**config.mk**
```make
export PLATFORM = sky130hd
export DESIGN_NAME = resize_motion_settle_detector_top
export DESIGN_NICKNAME = d
export VERILOG_FILES = /design/src/hdl/rmsd_pkg.sv /design/src/hdl/rmsd_sqrt.sv /design/src/hdl/rmsd_div.sv /design/src/hdl/resize_motion_settle_detector_top.sv
export VERILOG_INCLUDE_DIRS = /design/src /design/src/hdl
export SDC_FILE = /design/constraint.sdc
export NUM_CORES = 2
export LEC_CHECK = 0
export BUFFER_PORTS_ARGS = -buffer_cell sky130_fd_sc_hd__buf_2
export CAP_MARGIN = 0
export CORE_MARGIN = 1
export CORE_UTILIZATION = 60
export CTS_CLUSTER_DIAMETER = 30
export DETAILED_ROUTE_END_ITERATION = 8
export GPL_TIMING_DRIVEN = 0
export HOLD_SLACK_MARGIN = 0.06
export PLACE_DENSITY = 0.77
export SYNTH_ARGS = -nofsm -noshare
export SYNTH_HDL_FRONTEND = slang
export SYNTH_SLANG_ARGS = --single-unit
```
**constraint.sdc**
```tcl
create_clock -name i_clk -period 13.6 [get_ports i_clk]
set_clock_uncertainty 0.15 [all_clocks]
set_input_delay 2.04 -clock i_clk [delete_from_list [all_inputs] [get_ports i_clk]]
set_output_delay 2.04 -clock i_clk [all_outputs]
set_load 0.005 [all_outputs]
```
**src/hdl/resize_motion_settle_detector_top_assert.svh**
```systemverilog
// Assertion macros for the resize motion settle detector.
// Used by the top level; needs i_clk and i_rst_n in scope.
`ifndef RESIZE_MOTION_SETTLE_DETECTOR_TOP_ASSERT_SVH
`define RESIZE_MOTION_SETTLE_DETECTOR_TOP_ASSERT_SVH

// same-cycle implication
`define RMSD_ASSERT_NOW(label, ante, cons) \
    label: assert property (@(posedge i_clk) disable iff (!i_rst_n) (ante) |-> (cons)) \
        else $error("rmsd assertion failed");

// next-cycle implication
`define RMSD_ASSERT_NEXT(label, ante, cons) \
    label: assert property (@(posedge i_clk) disable iff (!i_rst_n) (ante) |=> (cons)) \
        else $error("rmsd assertion failed");

`endif

```
**src/hdl/rmsd_pkg.sv**
```systemverilog
// Shared types and constants of the resize motion settle detector.
// No dependencies.
package rmsd_pkg;

    localparam int SQ_W    = 38;  // dw^2 + dh^2
    localparam int ROOT_W  = 19;  // step length
    localparam int NUM_W   = 44;  // dividend of both divisions
    localparam int DEN_W   = 48;  // dt
    localparam int SPEED_W = 24;
    localparam int ACCEL_W = 32;

    localparam logic [15:0] SPEED_SCALE = 16'd62500;
    localparam logic [19:0] ACCEL_SCALE = 20'd1000000;

    localparam logic [1:0] OP_BEGIN  = 2'd0;
    localparam logic [1:0] OP_UPDATE = 2'd1;
    localparam logic [1:0] OP_END    = 2'd2;
    localparam logic [1:0] OP_NONE   = 2'd3;  // unused code, dropped

    localparam logic [1:0] PH_ACTIVE    = 2'd0;
    localparam logic [1:0] PH_SETTLING  = 2'd1;
    localparam logic [1:0] PH_COMPLETED = 2'd2;

    localparam logic [1:0] REG_VEL_LIMIT   = 2'd0;
    localparam logic [1:0] REG_ACCEL_LIMIT = 2'd1;
    localparam logic [1:0] REG_QUIET       = 2'd2;
    localparam logic [1:0] REG_STEP_THR    = 2'd3;

    typedef struct packed {
        logic busy;
        logic done;
    } t_unit_status;

    typedef enum logic [3:0] {
        S_IDLE,
        S_SQUARE,
        S_SUM,
        S_SQRT_GO,
        S_SQRT_WAIT,
        S_DIV1_GO,
        S_DIV1_WAIT,
        S_DIV2_GO,
        S_DIV2_WAIT,
        S_FINISH
    } t_state;

endpackage

```
**src/hdl/rmsd_sqrt.sv**
```systemverilog
// Bit-serial integer square root, one result bit per cycle.
// Depends on rmsd_pkg.
module rmsd_sqrt import rmsd_pkg::*; (
    input  logic              i_clk,
    input  logic              i_rst_n,
    input  logic              i_start,
    input  logic [SQ_W-1:0]   i_value,
    output t_unit_status      o_status,
    output logic [ROOT_W-1:0] o_root
);
    logic [SQ_W-1:0]   r_val,  n_val;
    logic [ROOT_W+1:0] r_rem,  n_rem;
    logic [ROOT_W-1:0] r_root, n_root;
    logic [4:0]        r_cnt,  n_cnt;
    logic              r_busy, n_busy;
    logic              r_done, n_done;
    logic [ROOT_W+3:0] w_trem;
    logic [ROOT_W+3:0] w_trial;

    assign w_trem  = {r_rem, r_val[SQ_W-1 -: 2]};
    assign w_trial = {2'b00, r_root, 2'b01};

    always_comb begin
        n_val  = r_val;
        n_rem  = r_rem;
        n_root = r_root;
        n_cnt  = r_cnt;
        n_busy = r_busy;
        n_done = 1'b0;
        if (i_start) begin
            n_val  = i_value;
            n_rem  = '0;
            n_root = '0;
            n_cnt  = 5'(ROOT_W);
            n_busy = 1'b1;
        end else if (r_busy) begin
            n_val = {r_val[SQ_W-3:0], 2'b00};
            if (w_trem >= w_trial) begin
                n_rem  = (ROOT_W+2)'(w_trem - w_trial);
                n_root = {r_root[ROOT_W-2:0], 1'b1};
            end else begin
                n_rem  = w_trem[ROOT_W+1:0];
                n_root = {r_root[ROOT_W-2:0], 1'b0};
            end
            n_cnt = r_cnt - 5'd1;
            if (r_cnt == 5'd1) begin
                n_busy = 1'b0;
                n_done = 1'b1;
            end
        end
    end

    always_ff @(posedge i_clk) begin
        if (!i_rst_n) begin
            r_busy <= 1'b0;
            r_done <= 1'b0;
            r_cnt  <= '0;
        end else begin
            r_busy <= n_busy;
            r_done <= n_done;
            r_cnt  <= n_cnt;
        end
        r_val  <= n_val;
        r_rem  <= n_rem;
        r_root <= n_root;
    end

    assign o_status.busy = r_busy;
    assign o_status.done = r_done;
    assign o_root        = r_root;
endmodule

```
**src/hdl/rmsd_div.sv**
```systemverilog
// Restoring divider, one quotient bit per cycle, shared by speed and accel.
// Depends on rmsd_pkg.
module rmsd_div import rmsd_pkg::*; (
    input  logic             i_clk,
    input  logic             i_rst_n,
    input  logic             i_start,
    input  logic [NUM_W-1:0] i_num,
    input  logic [DEN_W-1:0] i_den,
    output t_unit_status     o_status,
    output logic [NUM_W-1:0] o_quot
);
    logic [NUM_W-1:0] r_num, n_num;
    logic [DEN_W-1:0] r_den, n_den;
    logic [DEN_W-1:0] r_rem, n_rem;
    logic [5:0]       r_cnt, n_cnt;
    logic             r_busy, n_busy;
    logic             r_done, n_done;
    logic [DEN_W:0]   w_sh;

    assign w_sh = {r_rem, r_num[NUM_W-1]};

    always_comb begin
        n_num  = r_num;
        n_den  = r_den;
        n_rem  = r_rem;
        n_cnt  = r_cnt;
        n_busy = r_busy;
        n_done = 1'b0;
        if (i_start) begin
            n_num  = i_num;
            n_den  = i_den;
            n_rem  = '0;
            n_cnt  = 6'(NUM_W);
            n_busy = 1'b1;
        end else if (r_busy) begin
            // quotient bits shift in where dividend bits leave
            if (w_sh >= {1'b0, r_den}) begin
                n_rem = DEN_W'(w_sh - {1'b0, r_den});
                n_num = {r_num[NUM_W-2:0], 1'b1};
            end else begin
                n_rem = w_sh[DEN_W-1:0];
                n_num = {r_num[NUM_W-2:0], 1'b0};
            end
            n_cnt = r_cnt - 6'd1;
            if (r_cnt == 6'd1) begin
                n_busy = 1'b0;
                n_done = 1'b1;
            end
        end
    end

    always_ff @(posedge i_clk) begin
        if (!i_rst_n) begin
            r_busy <= 1'b0;
            r_done <= 1'b0;
            r_cnt  <= '0;
        end else begin
            r_busy <= n_busy;
            r_done <= n_done;
            r_cnt  <= n_cnt;
        end
        r_num <= n_num;
        r_den <= n_den;
        r_rem <= n_rem;
    end

    assign o_status.busy = r_busy;
    assign o_status.done = r_done;
    assign o_quot        = r_num;
endmodule

```
**src/hdl/resize_motion_settle_detector_top.sv**
```systemverilog
// Resize motion settle detector: sequencer, session state and output register.
// Depends on rmsd_pkg, rmsd_sqrt, rmsd_div and the assertion macro header.
//
// Usage:
// - Slave channel takes one size sample per word: opcode in tuser, width,
//   height and timestamp in tdata. Master channel returns one result word
//   per sample: session number, phase, speed and acceleration.
// - Begin, and an update or end outside a session, open a session: the
//   sequencer goes straight from idle to the finish step, which loads the result register.
// - An update or end inside a session runs a square root and two
//   divisions in sequence before the finish step loads the result
//   register; the shared divider takes most of that time. A step with dt
//   of at most 1 us skips the root and the divisions.
// - o_s_tready is high only while the sequencer is idle.
// - Opcode 3 is accepted and dropped: no result, no change to the session state.
// - The result sits in an output register. A stalled receiver does not
//   block the next sample from being accepted and processed; only the
//   finish step waits until the register is free.
// - Reset (synchronous, active low) closes any session, sets the session
//   counter to 1 and the limit registers to their defaults.
// - Write limit registers through i_cfg_* only while no word is in flight.
`include "resize_motion_settle_detector_top_assert.svh"

module resize_motion_settle_detector_top import rmsd_pkg::*; (
    input  logic        i_clk,
    input  logic        i_rst_n,
    input  logic        i_s_tvalid,
    output logic        o_s_tready,
    input  logic [87:0] i_s_tdata,   // width_sixteenths[17:0], height_sixteenths[35:18],
                                     // time_us[83:36], zero fill
    input  logic [1:0]  i_s_tuser,   // opcode[1:0]
    output logic        o_m_tvalid,
    input  logic        i_m_tready,
    output logic [95:0] o_m_tdata,   // session_number[31:0], phase[33:32], speed[57:34],
                                     // accel[89:58], zero fill
    input  logic        i_cfg_we,
    input  logic [1:0]  i_cfg_addr,
    input  logic [20:0] i_cfg_wdata
);
    // limit registers
    logic [13:0] r_vel_limit;
    logic [14:0] r_acc_limit;
    logic [20:0] r_quiet;
    logic [8:0]  r_step_thr;

    // session state
    logic        r_in_session;
    logic [31:0] r_sess_cnt;
    logic [31:0] r_cur_sess;
    logic [17:0] r_prev_w;
    logic [17:0] r_prev_h;
    logic [SPEED_W-1:0] r_prev_speed;
    logic [47:0] r_prev_t;
    logic [47:0] r_last_chg;

    // captured sample and work registers
    logic [1:0]  r_op;
    logic [17:0] r_w;
    logic [17:0] r_h;
    logic [47:0] r_t;
    logic        r_open;
    logic [36:0] r_sqw;
    logic [36:0] r_sqh;
    logic [SQ_W-1:0] r_sq;
    logic        r_sig;
    logic        r_tiny;
    logic [SPEED_W-1:0] r_speed;
    logic [ACCEL_W-1:0] r_accel;
    logic        r_calm;

    logic        r_out_valid;
    logic [95:0] r_out_data;

    t_state r_state, n_state;

    // sequencer outputs
    logic w_accept;
    logic w_sqrt_start;
    logic w_div_start;
    logic w_load_out;

    logic [NUM_W-1:0] w_div_num;
    logic [NUM_W-1:0] w_quot;
    logic [ROOT_W-1:0] w_root;
    t_unit_status w_sqrt_st;
    t_unit_status w_div_st;

    logic signed [18:0] w_dw, w_dh;
    logic signed [37:0] w_dw2, w_dh2;
    logic [17:0] w_thr2;
    logic [47:0] w_dt;
    logic [SPEED_W-1:0] w_diff;
    logic [43:0] w_diff_prod;
    logic [34:0] w_step_prod;
    logic [47:0] w_lct_new;
    logic        w_quiet;
    logic        w_slow;
    logic [1:0]  w_phase;

    assign w_accept = i_s_tvalid && o_s_tready;
    assign o_s_tready = (r_state == S_IDLE);

    // step arithmetic
    assign w_dw   = $signed({1'b0, r_w}) - $signed({1'b0, r_prev_w});
    assign w_dh   = $signed({1'b0, r_h}) - $signed({1'b0, r_prev_h});
    assign w_dw2  = w_dw * w_dw;
    assign w_dh2  = w_dh * w_dh;
    assign w_thr2 = r_step_thr * r_step_thr;
    assign w_dt   = r_t - r_prev_t;

    // speed change magnitude; the sign is picked again when accel is stored
    assign w_step_prod = w_root * SPEED_SCALE;
    assign w_diff      = (r_speed < r_prev_speed) ? (r_prev_speed - r_speed)
                                                  : (r_speed - r_prev_speed);
    assign w_diff_prod = w_diff * ACCEL_SCALE;
    assign w_div_num   = (r_state == S_DIV1_GO) ? {9'd0, w_step_prod} : w_diff_prod;

    rmsd_sqrt u_sqrt (
        .i_clk    (i_clk),
        .i_rst_n  (i_rst_n),
        .i_start  (w_sqrt_start),
        .i_value  (r_sq),
        .o_status (w_sqrt_st),
        .o_root   (w_root)
    );

    rmsd_div u_div (
        .i_clk    (i_clk),
        .i_rst_n  (i_rst_n),
        .i_start  (w_div_start),
        .i_num    (w_div_num),
        .i_den    (w_dt),
        .o_status (w_div_st),
        .o_quot   (w_quot)
    );

    // classification at finish
    assign w_lct_new = r_sig ? r_t : r_last_chg;
    assign w_quiet   = (r_t >= w_lct_new) && ((r_t - w_lct_new) >= {27'd0, r_quiet});
    assign w_slow    = r_speed <= {10'd0, r_vel_limit};

    always_comb begin
        if (r_open) begin
            w_phase = PH_ACTIVE;
        end else if (w_slow && r_calm) begin
            w_phase = w_quiet ? PH_COMPLETED : PH_SETTLING;
        end else begin
            w_phase = PH_ACTIVE;
        end
        if (r_op == OP_END) begin
            w_phase = PH_COMPLETED;
        end
    end

    // next state
    always_comb begin
        n_state      = r_state;
        w_sqrt_start = 1'b0;
        w_div_start  = 1'b0;
        w_load_out   = 1'b0;
        case (r_state)
            S_IDLE: begin
                if (w_accept && i_s_tuser != OP_NONE) begin
                    if (i_s_tuser == OP_BEGIN || !r_in_session) begin
                        n_state = S_FINISH;
                    end else begin
                        n_state = S_SQUARE;
                    end
                end
            end
            S_SQUARE: n_state = S_SUM;
            S_SUM: begin
                n_state = S_SQRT_GO;
            end
            S_SQRT_GO: begin
                if (r_tiny) begin
                    n_state = S_FINISH;
                end else begin
                    w_sqrt_start = 1'b1;
                    n_state      = S_SQRT_WAIT;
                end
            end
            S_SQRT_WAIT: begin
                if (w_sqrt_st.done) begin
                    n_state = S_DIV1_GO;
                end
            end
            S_DIV1_GO: begin
                w_div_start = 1'b1;
                n_state     = S_DIV1_WAIT;
            end
            S_DIV1_WAIT: begin
                if (w_div_st.done) begin
                    n_state = S_DIV2_GO;
                end
            end
            S_DIV2_GO: begin
                w_div_start = 1'b1;
                n_state     = S_DIV2_WAIT;
            end
            S_DIV2_WAIT: begin
                if (w_div_st.done) begin
                    n_state = S_FINISH;
                end
            end
            S_FINISH: begin
                // wait for the output register to drain
                if (!r_out_valid || i_m_tready) begin
                    w_load_out = 1'b1;
                    n_state    = S_IDLE;
                end
            end
            default: n_state = S_IDLE;
        endcase
    end

    always_ff @(posedge i_clk) begin
        if (!i_rst_n) begin
            r_state <= S_IDLE;
        end else begin
            r_state <= n_state;
        end
    end

    // limit registers
    always_ff @(posedge i_clk) begin
        if (!i_rst_n) begin
            r_vel_limit <= 14'd20;
            r_acc_limit <= 15'd80;
            r_quiet     <= 21'd120000;
            r_step_thr  <= 9'd8;
        end else if (i_cfg_we) begin
            case (i_cfg_addr)
                REG_VEL_LIMIT:   r_vel_limit <= i_cfg_wdata[13:0];
                REG_ACCEL_LIMIT: r_acc_limit <= i_cfg_wdata[14:0];
                REG_QUIET:       r_quiet     <= i_cfg_wdata;
                REG_STEP_THR:    r_step_thr  <= i_cfg_wdata[8:0];
                default: ;
            endcase
        end
    end

    // capture the sample and run the datapath steps
    always_ff @(posedge i_clk) begin
        if (w_accept) begin
            r_op   <= i_s_tuser;
            r_w    <= i_s_tdata[17:0];
            r_h    <= i_s_tdata[35:18];
            r_t    <= i_s_tdata[83:36];
            r_open <= (i_s_tuser == OP_BEGIN) || !r_in_session;
            r_speed <= '0;
            r_accel <= '0;
            r_calm  <= 1'b1;
            r_sig   <= 1'b0;
        end
        if (r_state == S_SQUARE) begin
            r_sqw  <= w_dw2[36:0];
            r_sqh  <= w_dh2[36:0];
            r_tiny <= {1'b0, r_t} <= ({1'b0, r_prev_t} + 49'd1);
        end
        if (r_state == S_SUM) begin
            r_sq  <= {1'b0, r_sqw} + {1'b0, r_sqh};
            r_sig <= ({1'b0, r_sqw} + {1'b0, r_sqh}) >= {20'd0, w_thr2};
        end
        if (r_state == S_DIV1_WAIT && w_div_st.done) begin
            // saturate the speed
            r_speed <= (|w_quot[NUM_W-1:SPEED_W]) ? {SPEED_W{1'b1}} : w_quot[SPEED_W-1:0];
        end
        if (r_state == S_DIV2_WAIT && w_div_st.done) begin
            r_calm <= w_quot <= {29'd0, r_acc_limit};
            if (r_speed >= r_prev_speed) begin
                r_accel <= (w_quot > 44'h0007FFFFFFF) ? 32'h7FFFFFFF : w_quot[31:0];
            end else begin
                r_accel <= (w_quot > 44'h00080000000) ? 32'h80000000 : (32'd0 - w_quot[31:0]);
            end
        end
    end

    // session state and output register
    always_ff @(posedge i_clk) begin
        if (!i_rst_n) begin
            r_in_session <= 1'b0;
            r_sess_cnt   <= 32'd1;
            r_cur_sess   <= '0;
            r_prev_w     <= '0;
            r_prev_h     <= '0;
            r_prev_speed <= '0;
            r_prev_t     <= '0;
            r_last_chg   <= '0;
            r_out_valid  <= 1'b0;
        end else begin
            if (w_load_out) begin
                r_out_valid <= 1'b1;
                r_prev_w    <= r_w;
                r_prev_h    <= r_h;
                r_prev_t    <= r_t;
                r_in_session <= (r_op != OP_END);
                if (r_open) begin
                    r_cur_sess   <= r_sess_cnt;
                    r_sess_cnt   <= r_sess_cnt + 32'd1;
                    r_prev_speed <= '0;
                    r_last_chg   <= r_t;
                end else begin
                    r_prev_speed <= r_speed;
                    r_last_chg   <= w_lct_new;
                end
            end else if (i_m_tready) begin
                r_out_valid <= 1'b0;
            end
        end
    end

    always_ff @(posedge i_clk) begin
        if (w_load_out) begin
            r_out_data <= {6'd0,
                           r_open ? 32'd0 : r_accel,
                           r_open ? {SPEED_W{1'b0}} : r_speed,
                           w_phase,
                           r_open ? r_sess_cnt : r_cur_sess};
        end
    end

    assign o_m_tvalid = r_out_valid;
    assign o_m_tdata  = r_out_data;

    `RMSD_ASSERT_NOW(a_idle_units_quiet, r_state == S_IDLE, !w_sqrt_st.busy && !w_div_st.busy)
    `RMSD_ASSERT_NOW(a_div_done_in_div, w_div_st.done,
        r_state == S_DIV1_WAIT || r_state == S_DIV2_WAIT)
    `RMSD_ASSERT_NOW(a_phase_legal, o_m_tvalid, o_m_tdata[33:32] <= PH_COMPLETED)
    `RMSD_ASSERT_NEXT(a_accept_leaves_idle, w_accept && i_s_tuser != OP_NONE, r_state != S_IDLE)
endmodule
```
# Yosys cells after proc, flatten, opt, wreduce, memory -nomap -nowiden
# Cells that the tools add are included.
[word_totals]
ff_bits = 866
in_bits = 118
output_inout_bits = 98
wordCells = 190
[classes]
addsub = 14
multipliers = 5
magnitude_cmp = 12
eq_ne = 22
muxes = 56
n_bitwise = 4
n_reduce_logical = 32
[ops]
columns = ["cell", "count"]
rows = [
  ["32-bit two-way mux", 6],
  ["48-bit two-way mux", 3],
  ["48-bit subtractor", 3],
  ["44-bit two-way mux", 3],
  ["24-bit two-way mux", 5],
  ["38-bit two-way mux", 2],
  ["19-bit by 19-bit multiplier with 37-bit output", 2],
  ["48-bit by 1-bit adder with 49-bit output, second input constant", 1],
  ["49-bit by 48-bit greater-or-equal comparator with 1-bit output", 1],
  ["48-bit by 49-bit <= comparator with 1-bit output", 1],
  ["48-bit by 21-bit greater-or-equal comparator with 1-bit output", 1],
  ["48-bit greater-or-equal comparator", 1],
  ["24-bit subtractor", 2],
  ["44-bit by 31-bit greater-than comparator with 1-bit output, second input constant", 1],
  ["44-bit by 32-bit greater-than comparator with 1-bit output, second input constant", 1],
  ["44-bit by 15-bit <= comparator with 1-bit output", 1],
  ["4-bit one-hot mux with 10 select lines", 1],
  ["37-bit by 37-bit adder with 38-bit output", 1],
  ["38-bit by 18-bit greater-or-equal comparator with 1-bit output", 1],
  ["24-bit by 14-bit multiplier with 38-bit output, second input constant", 1],
  ["18-bit by 18-bit subtractor with 19-bit output", 2],
  ["19-bit by 14-bit multiplier with 33-bit output, second input constant", 1],
  ["32-bit by 1-bit adder with 32-bit output, second input constant", 1],
  ["1-bit by 32-bit subtractor with 32-bit output, first input constant", 1],
  ["36 further kinds", 102],
]

# Logic depth before layout (Yosys ltp)
[depth]
depth_word = 7
ltp_mapped = 43

# By module
# Synthesis repeated with hierarchy kept, for this count alone.
[unflattened]
cells_unflattened = 9181
area_unflattened_um2 = 86125.1
[by_module_without_submodules]
columns = ["module", "n_inst", "cells_per_inst", "area_per_inst_um2", "seq_area_each_um2"]
rows = [
  ["resize_motion_settle_detector_top", 1, 7832, 72723.5, 16095.4],
  ["rmsd_div", 1, 887, 8738.4, 3883.7],
  ["rmsd_sqrt", 1, 462, 4663.2, 2082.0],
]

# Least setup slack after synthesis
# OpenSTA, ideal clock, no wires.
[synth_timing]
kind = "flip-flop to flip-flop"
from = "register r_speed[0]"
to = "register u_div.r_num[43] (netlist: u_div.o_quot[43]), data pin"
setup_ns = 0.267
arrival_time_ns = 9.721
required_ns = 13.183
path_slack_ns = 3.462
path_stages_with_launch = 41
n_path_buf = 3
synth_period_minus_slack_ns = 10.138
path_cell_list = "edfxtp_1 -> inv_1 -> ha_1 -> inv_1 -> fa_1 -> a21o_1 -> a21oi_1 -> o221ai_1 -> a2111oi_0 -> o31ai_1 -> a31oi_1 -> o211ai_1 -> clkbuf_1 -> clkbuf_1 -> buf_1 -> mux2i_1 -> xnor2_1 -> fa_1 -> (+5 left out) -> ha_1 -> inv_1 -> fa_1 -> inv_1 -> ha_1 -> and4_1 -> a21oi_1 -> o21ai_0 -> a21oi_1 -> a21oi_1 -> o41ai_1 -> a21oi_1 -> a211oi_1 -> o21ai_0 -> or4_1 -> a31oi_1 -> xnor2_1 -> o21ai_0"
[synth_between]
elab_chain_cells = 5
elab_cells_between_ends = 7
cone_classes = "add/sub (2); mul (1); order compare (1); mux (3)"
[synth_lines]
columns = ["item", "line", "rtl"]
rows = [
  ["start: declaration", "resize_motion_settle_detector_top.sv:67", "logic [SPEED_W-1:0] r_speed;"],
  ["start signal: assignment", "resize_motion_settle_detector_top.sv:267", "r_speed <= (|w_quot[NUM_W-1:SPEED_W]) ? {SPEED_W{1'b1}} : w_quot[SPEED_W-1:0];"],
  ["24-bit subtractor (tied with other cells)", "resize_motion_settle_detector_top.sv:114", ": (r_speed - r_prev_speed);"],
  ["24-bit two-way mux (*)", "resize_motion_settle_detector_top.sv:113", "assign w_diff = (r_speed < r_prev_speed) ? (r_prev_speed - r_speed)"],
  ["24-bit by 14-bit multiplier with 38-bit output (*)", "resize_motion_settle_detector_top.sv:115", "assign w_diff_prod = w_diff * ACCEL_SCALE;"],
  ["44-bit two-way mux (*)", "resize_motion_settle_detector_top.sv:116", "assign w_div_num = (r_state == S_DIV1_GO) ? {9'd0, w_step_prod} : w_diff_prod;"],
  ["44-bit two-way mux (*)", "rmsd_div.sv:29", "if (i_start) begin"],
  ["named net u_div.n_num[43]", "rmsd_div.sv:12", "logic [NUM_W-1:0] r_num, n_num;"],
  ["end signal: assignment", "rmsd_div.sv:62", "r_num <= n_num;"],
  ["end: declaration", "rmsd_div.sv:12", ""],
]
# Mark *: on every way through the listed nets, which the timed path passes. The rest lies on a longest branch.
# A chain may end at the register's enable or synchronous reset.

# Final worst setup path
[layout_timing]
from = "register r_h[0]"
to = "register r_sqh[36], data pin"
[layout_between]
elab_chain_cells = 2
[layout_lines]
columns = ["item", "line", "rtl"]
rows = [
  ["start: declaration", "resize_motion_settle_detector_top.sv:59", "logic [17:0] r_h;"],
  ["start signal: assignment", "resize_motion_settle_detector_top.sv:248", "r_h <= i_s_tdata[35:18];"],
  ["18-bit by 18-bit subtractor with 19-bit output", "resize_motion_settle_detector_top.sv:105", "assign w_dh = $signed({1'b0, r_h}) - $signed({1'b0, r_prev_h});"],
  ["19-bit by 19-bit multiplier with 37-bit output", "resize_motion_settle_detector_top.sv:107", "assign w_dh2 = w_dh * w_dh;"],
  ["named net w_dh2[36]", "resize_motion_settle_detector_top.sv:89", "logic signed [37:0] w_dw2, w_dh2;"],
  ["end signal: assignment", "resize_motion_settle_detector_top.sv:258", "r_sqh <= w_dh2[36:0];"],
  ["end: declaration", "resize_motion_settle_detector_top.sv:63", "logic [36:0] r_sqh;"],
]
# The timed path passes the listed nets, and every way through them passes these cells.

==> run_results.csv <==
group,metric,value,unit
global_routing,grt_max_degree,81,
sta,hold_viol,0,
routing,first_pass_iters,6,
worst_setup_path,crit_path_end_kind,"flip-flop",
clock_tree,cts_sinks,864,
global_routing,grtUsageTotal,33.21,%
logic_synthesis,ys_seq_elements,864,
sta,rsz0062_at_grt,"false",
routing,routedWlPerCell,20.24,um
worst_setup_path,crit_start,"r_h[0]$_DFFE_PP_",
sta,setup_viol,0,
worst_setup_path,ff2ff_path_depth,39,
routing,drt_iter0_drc,5358,
worst_setup_path,cpPeakStageDelay,1100,ps
clock_tree,cts_made_buffers,187,
routing,vias,66720,
logic_synthesis,synth_top_area_share,20.17,%
floorplanning,start_util,60.60,%
worst_hold_path,hold_class,"flip-flop to flip-flop",
routing,drc,0,
run_status,violations,"capacitance limit, slew limit",
global_routing,gr-total-overflow,0,
logic_synthesis,seq_area_frac_synth,26.06,%
worst_hold_path,hold_start,"r_cur_sess[2]$_SDFFE_PN0P_",
clock_tree,clk_latency,840,ps
sta,post-route-period-util,93.53,%
placement,numPortBuffers,203,
run_status,run_status,"complete, but fails checks",
global_routing,antenna_found_initial,21,
logic_synthesis,synth_cells,9109,
clock_tree,postCtsSetupRepairBufs,0,
sta,drv_slew,10,
finish,drive_gt1_share,7.030,%
logic_synthesis,synth_area_leaders,"fa_1 20%, edfxtp_1 17%, ha_1 13%",
clock_tree,h-tree-depth,4,
finish,multi_input_area,56240,sq um
global_routing,grt_pass1_wl,367500,um
logic_synthesis,async_flop_share,0,%
worst_setup_path,cp_data_arrival_time,13110,ps
clock_tree,cts_tree,"built",
clock_tree,cts.clk_slew.worst_paths,50,ps
finish,area_delta_synth_final,12.13,%
logic_synthesis,synth_top_flop_cell,"edfxtp_1",
worst_setup_path,critPathLaunchType,"flip-flop",
finish,regArea,22060,sq um
sta,tightest_slew,1501,ps
sta,finalSetupTns,0,ps
finish,fill_cells,10870,
logic_synthesis,yosysUniqueCellTypes,87,
worst_setup_path,worst_path_max_delay_cell,"o31ai_1",
floorplanning,die_w,377.6,um
worst_setup_path,r2r_slack,880,ps
logic_synthesis,synth.top_cells.by_count,"1390 x inv_1, 1064 x nand2_1, 908 x ha_1, 853 x fa_1, 622 x nor2_1",
flow_run,cap_violations,1,
floorplanning,dieHeight,377.6,um
sta,max_freq,0.07862,GHz
worst_setup_path,crit_top_cell,"fa_1",
floorplanning,ios,216,
routing,via_per_inst,5.765,
clock_tree,ctsHoldBuffers,0,
clock_tree,cts_buffer_depth,3,
logic_synthesis,synth_enable_flop_cells,476,
logic_synthesis,avgSynthCellArea,9.294,sq um
logic_synthesis,synth_warnings,0,
placement,hpwl,187500,um
finish,nets,11400,
floorplanning,coreArea,139700,sq um
worst_hold_path,holdPathStages,2,
logic_synthesis,yosys.cell_count.top_type,"inv_1",
placement,finalWeightedCongestion,1.006,
global_routing,grt_pass1_vias,67840,
clock_tree,cts_root_buffer,"clkbuf_16",
routing,wirelength,234200,um
routing,drtAntennaViolNets,0,
logic_synthesis,netlist_area,84650,sq um
worst_setup_path,cp.required,13990,ps
clock_tree,cts.repair.resized,0,
worst_setup_path,path_max_fanout,10,
worst_setup_path,r2r_start,"r_h[0]$_DFFE_PP_",
worst_setup_path,crit_type,"flip-flop to flip-flop",
sta,fin_crit,12720,ps
sta,slew_headroom,-0.7604,%
floorplanning,dieArea,142600,sq um
logic_synthesis,yosysTopAreaCell,"fa_1",
floorplanning,floorplan.rows,137,
==> through the flow <==
step | util, % | hold WS [ps] | instances | instance area [sq um] | setup slack [ps]
2_1_floorplan | - | 289.4 | 9114 | 84670 | 3462
3_3_place_gp | 63.02 | 296.6 | 11190 | 88040 | 1025
3_5_place_dp | 63.23 | 306.0 | 11210 | 88330 | 1009
4_1_cts | 67.92 | 312.9 | 11560 | 94880 | 922.5
5_1_grt | 67.93 | 326.5 | 11560 | 94900 | 222.4
6_report | 67.95 | 309.6 | 11570 | 94920 | 880.1
==> cells in the final DEF (no fill, tap or decap), drive strengths merged, types with 107 or more instances in the layout <==
cell / instances
fa: 853
nand2: 1064
xnor2: 348
a21boi: 256
a21oi: 446
inv: 1426
nor3: 107
edfxtp: 476
nor2: 622
o21ai: 300
ha: 908
buf: 249
a21o: 191
nand3: 110
xor2: 134
clkbuf: 484
dfxtp: 388
==> final timing paths <==
path	end
setup / recovery	r_sqh[36]$_DFFE_PP_
hold / removal	r_cur_sess[2]$_SDFFE_PN0P_
setup reg to reg	r_sqh[36]$_DFFE_PP_
hold reg to reg	r_cur_sess[2]$_SDFFE_PN0P_
==> cell type report <==
cell class	instances	area share [%]
antenna	9	0.02373
buffer	301	1.226
clock buffer	212	5.116
clock inverter	141	1.789
inverter	1404	5.554
multi-input combinational	6545	59.24
sequential	864	23.24
tap	1876	2.473
timing repair buffer	220	1.334
==> critical path: cells and delay by family (launching register included) <==
| kind | cells | cell delay (ps) |
|---|---|---|
| xor+xnor | 1 | 110 |
| simple gates | 7 | 1220 |
| buf+inv | 6 | 1370 |
| flops | 1 | 420 |
| compound gates | 15 | 4670 |
| fa+ha+maj | 10 | 4480 |
==> registers in the layout (all words and copies together) (netlist names), 32 cells and up <==
name and flops:
r_sq 38, u_div.r_rem 48, r_t 48, r_accel 32, u_div.o_quot 44, r_prev_t 48, r_sqh 36, o_m_tdata 90
r_sqw 36, u_sqrt.r_val 38, r_cur_sess 32, r_last_chg 48, u_div.r_den 48, r_sess_cnt 32
==> logic make-up after synthesis <==
group	Yosys count	share of synthesized area [%]
buffers and inverters	1705	7.591
other	1	0.004430
and+or+nand+nor	2499	13.37
xor gates and xnor gates	482	4.987
DFF	864	26.06
adders and majority gates	1763	33.62
muxes	127	1.565
AOI/OAI and AO/OA	1668	12.81
==> per-layer routing <==
metal | part of all wire, % | GRT usage [%] | routed length, um
met3 | 8.0 | 5.991 | 18770
met5 | 0.051 | 0 | 120
met1 | 40 | 42.77 | 94240
met2 | 47 | 54.05 | 109000
met4 | 5.2 | 15.90 | 12140
Power is not shown: default switching activity piles up to over one toggle a cycle in this logic, so the estimate is an artifact.
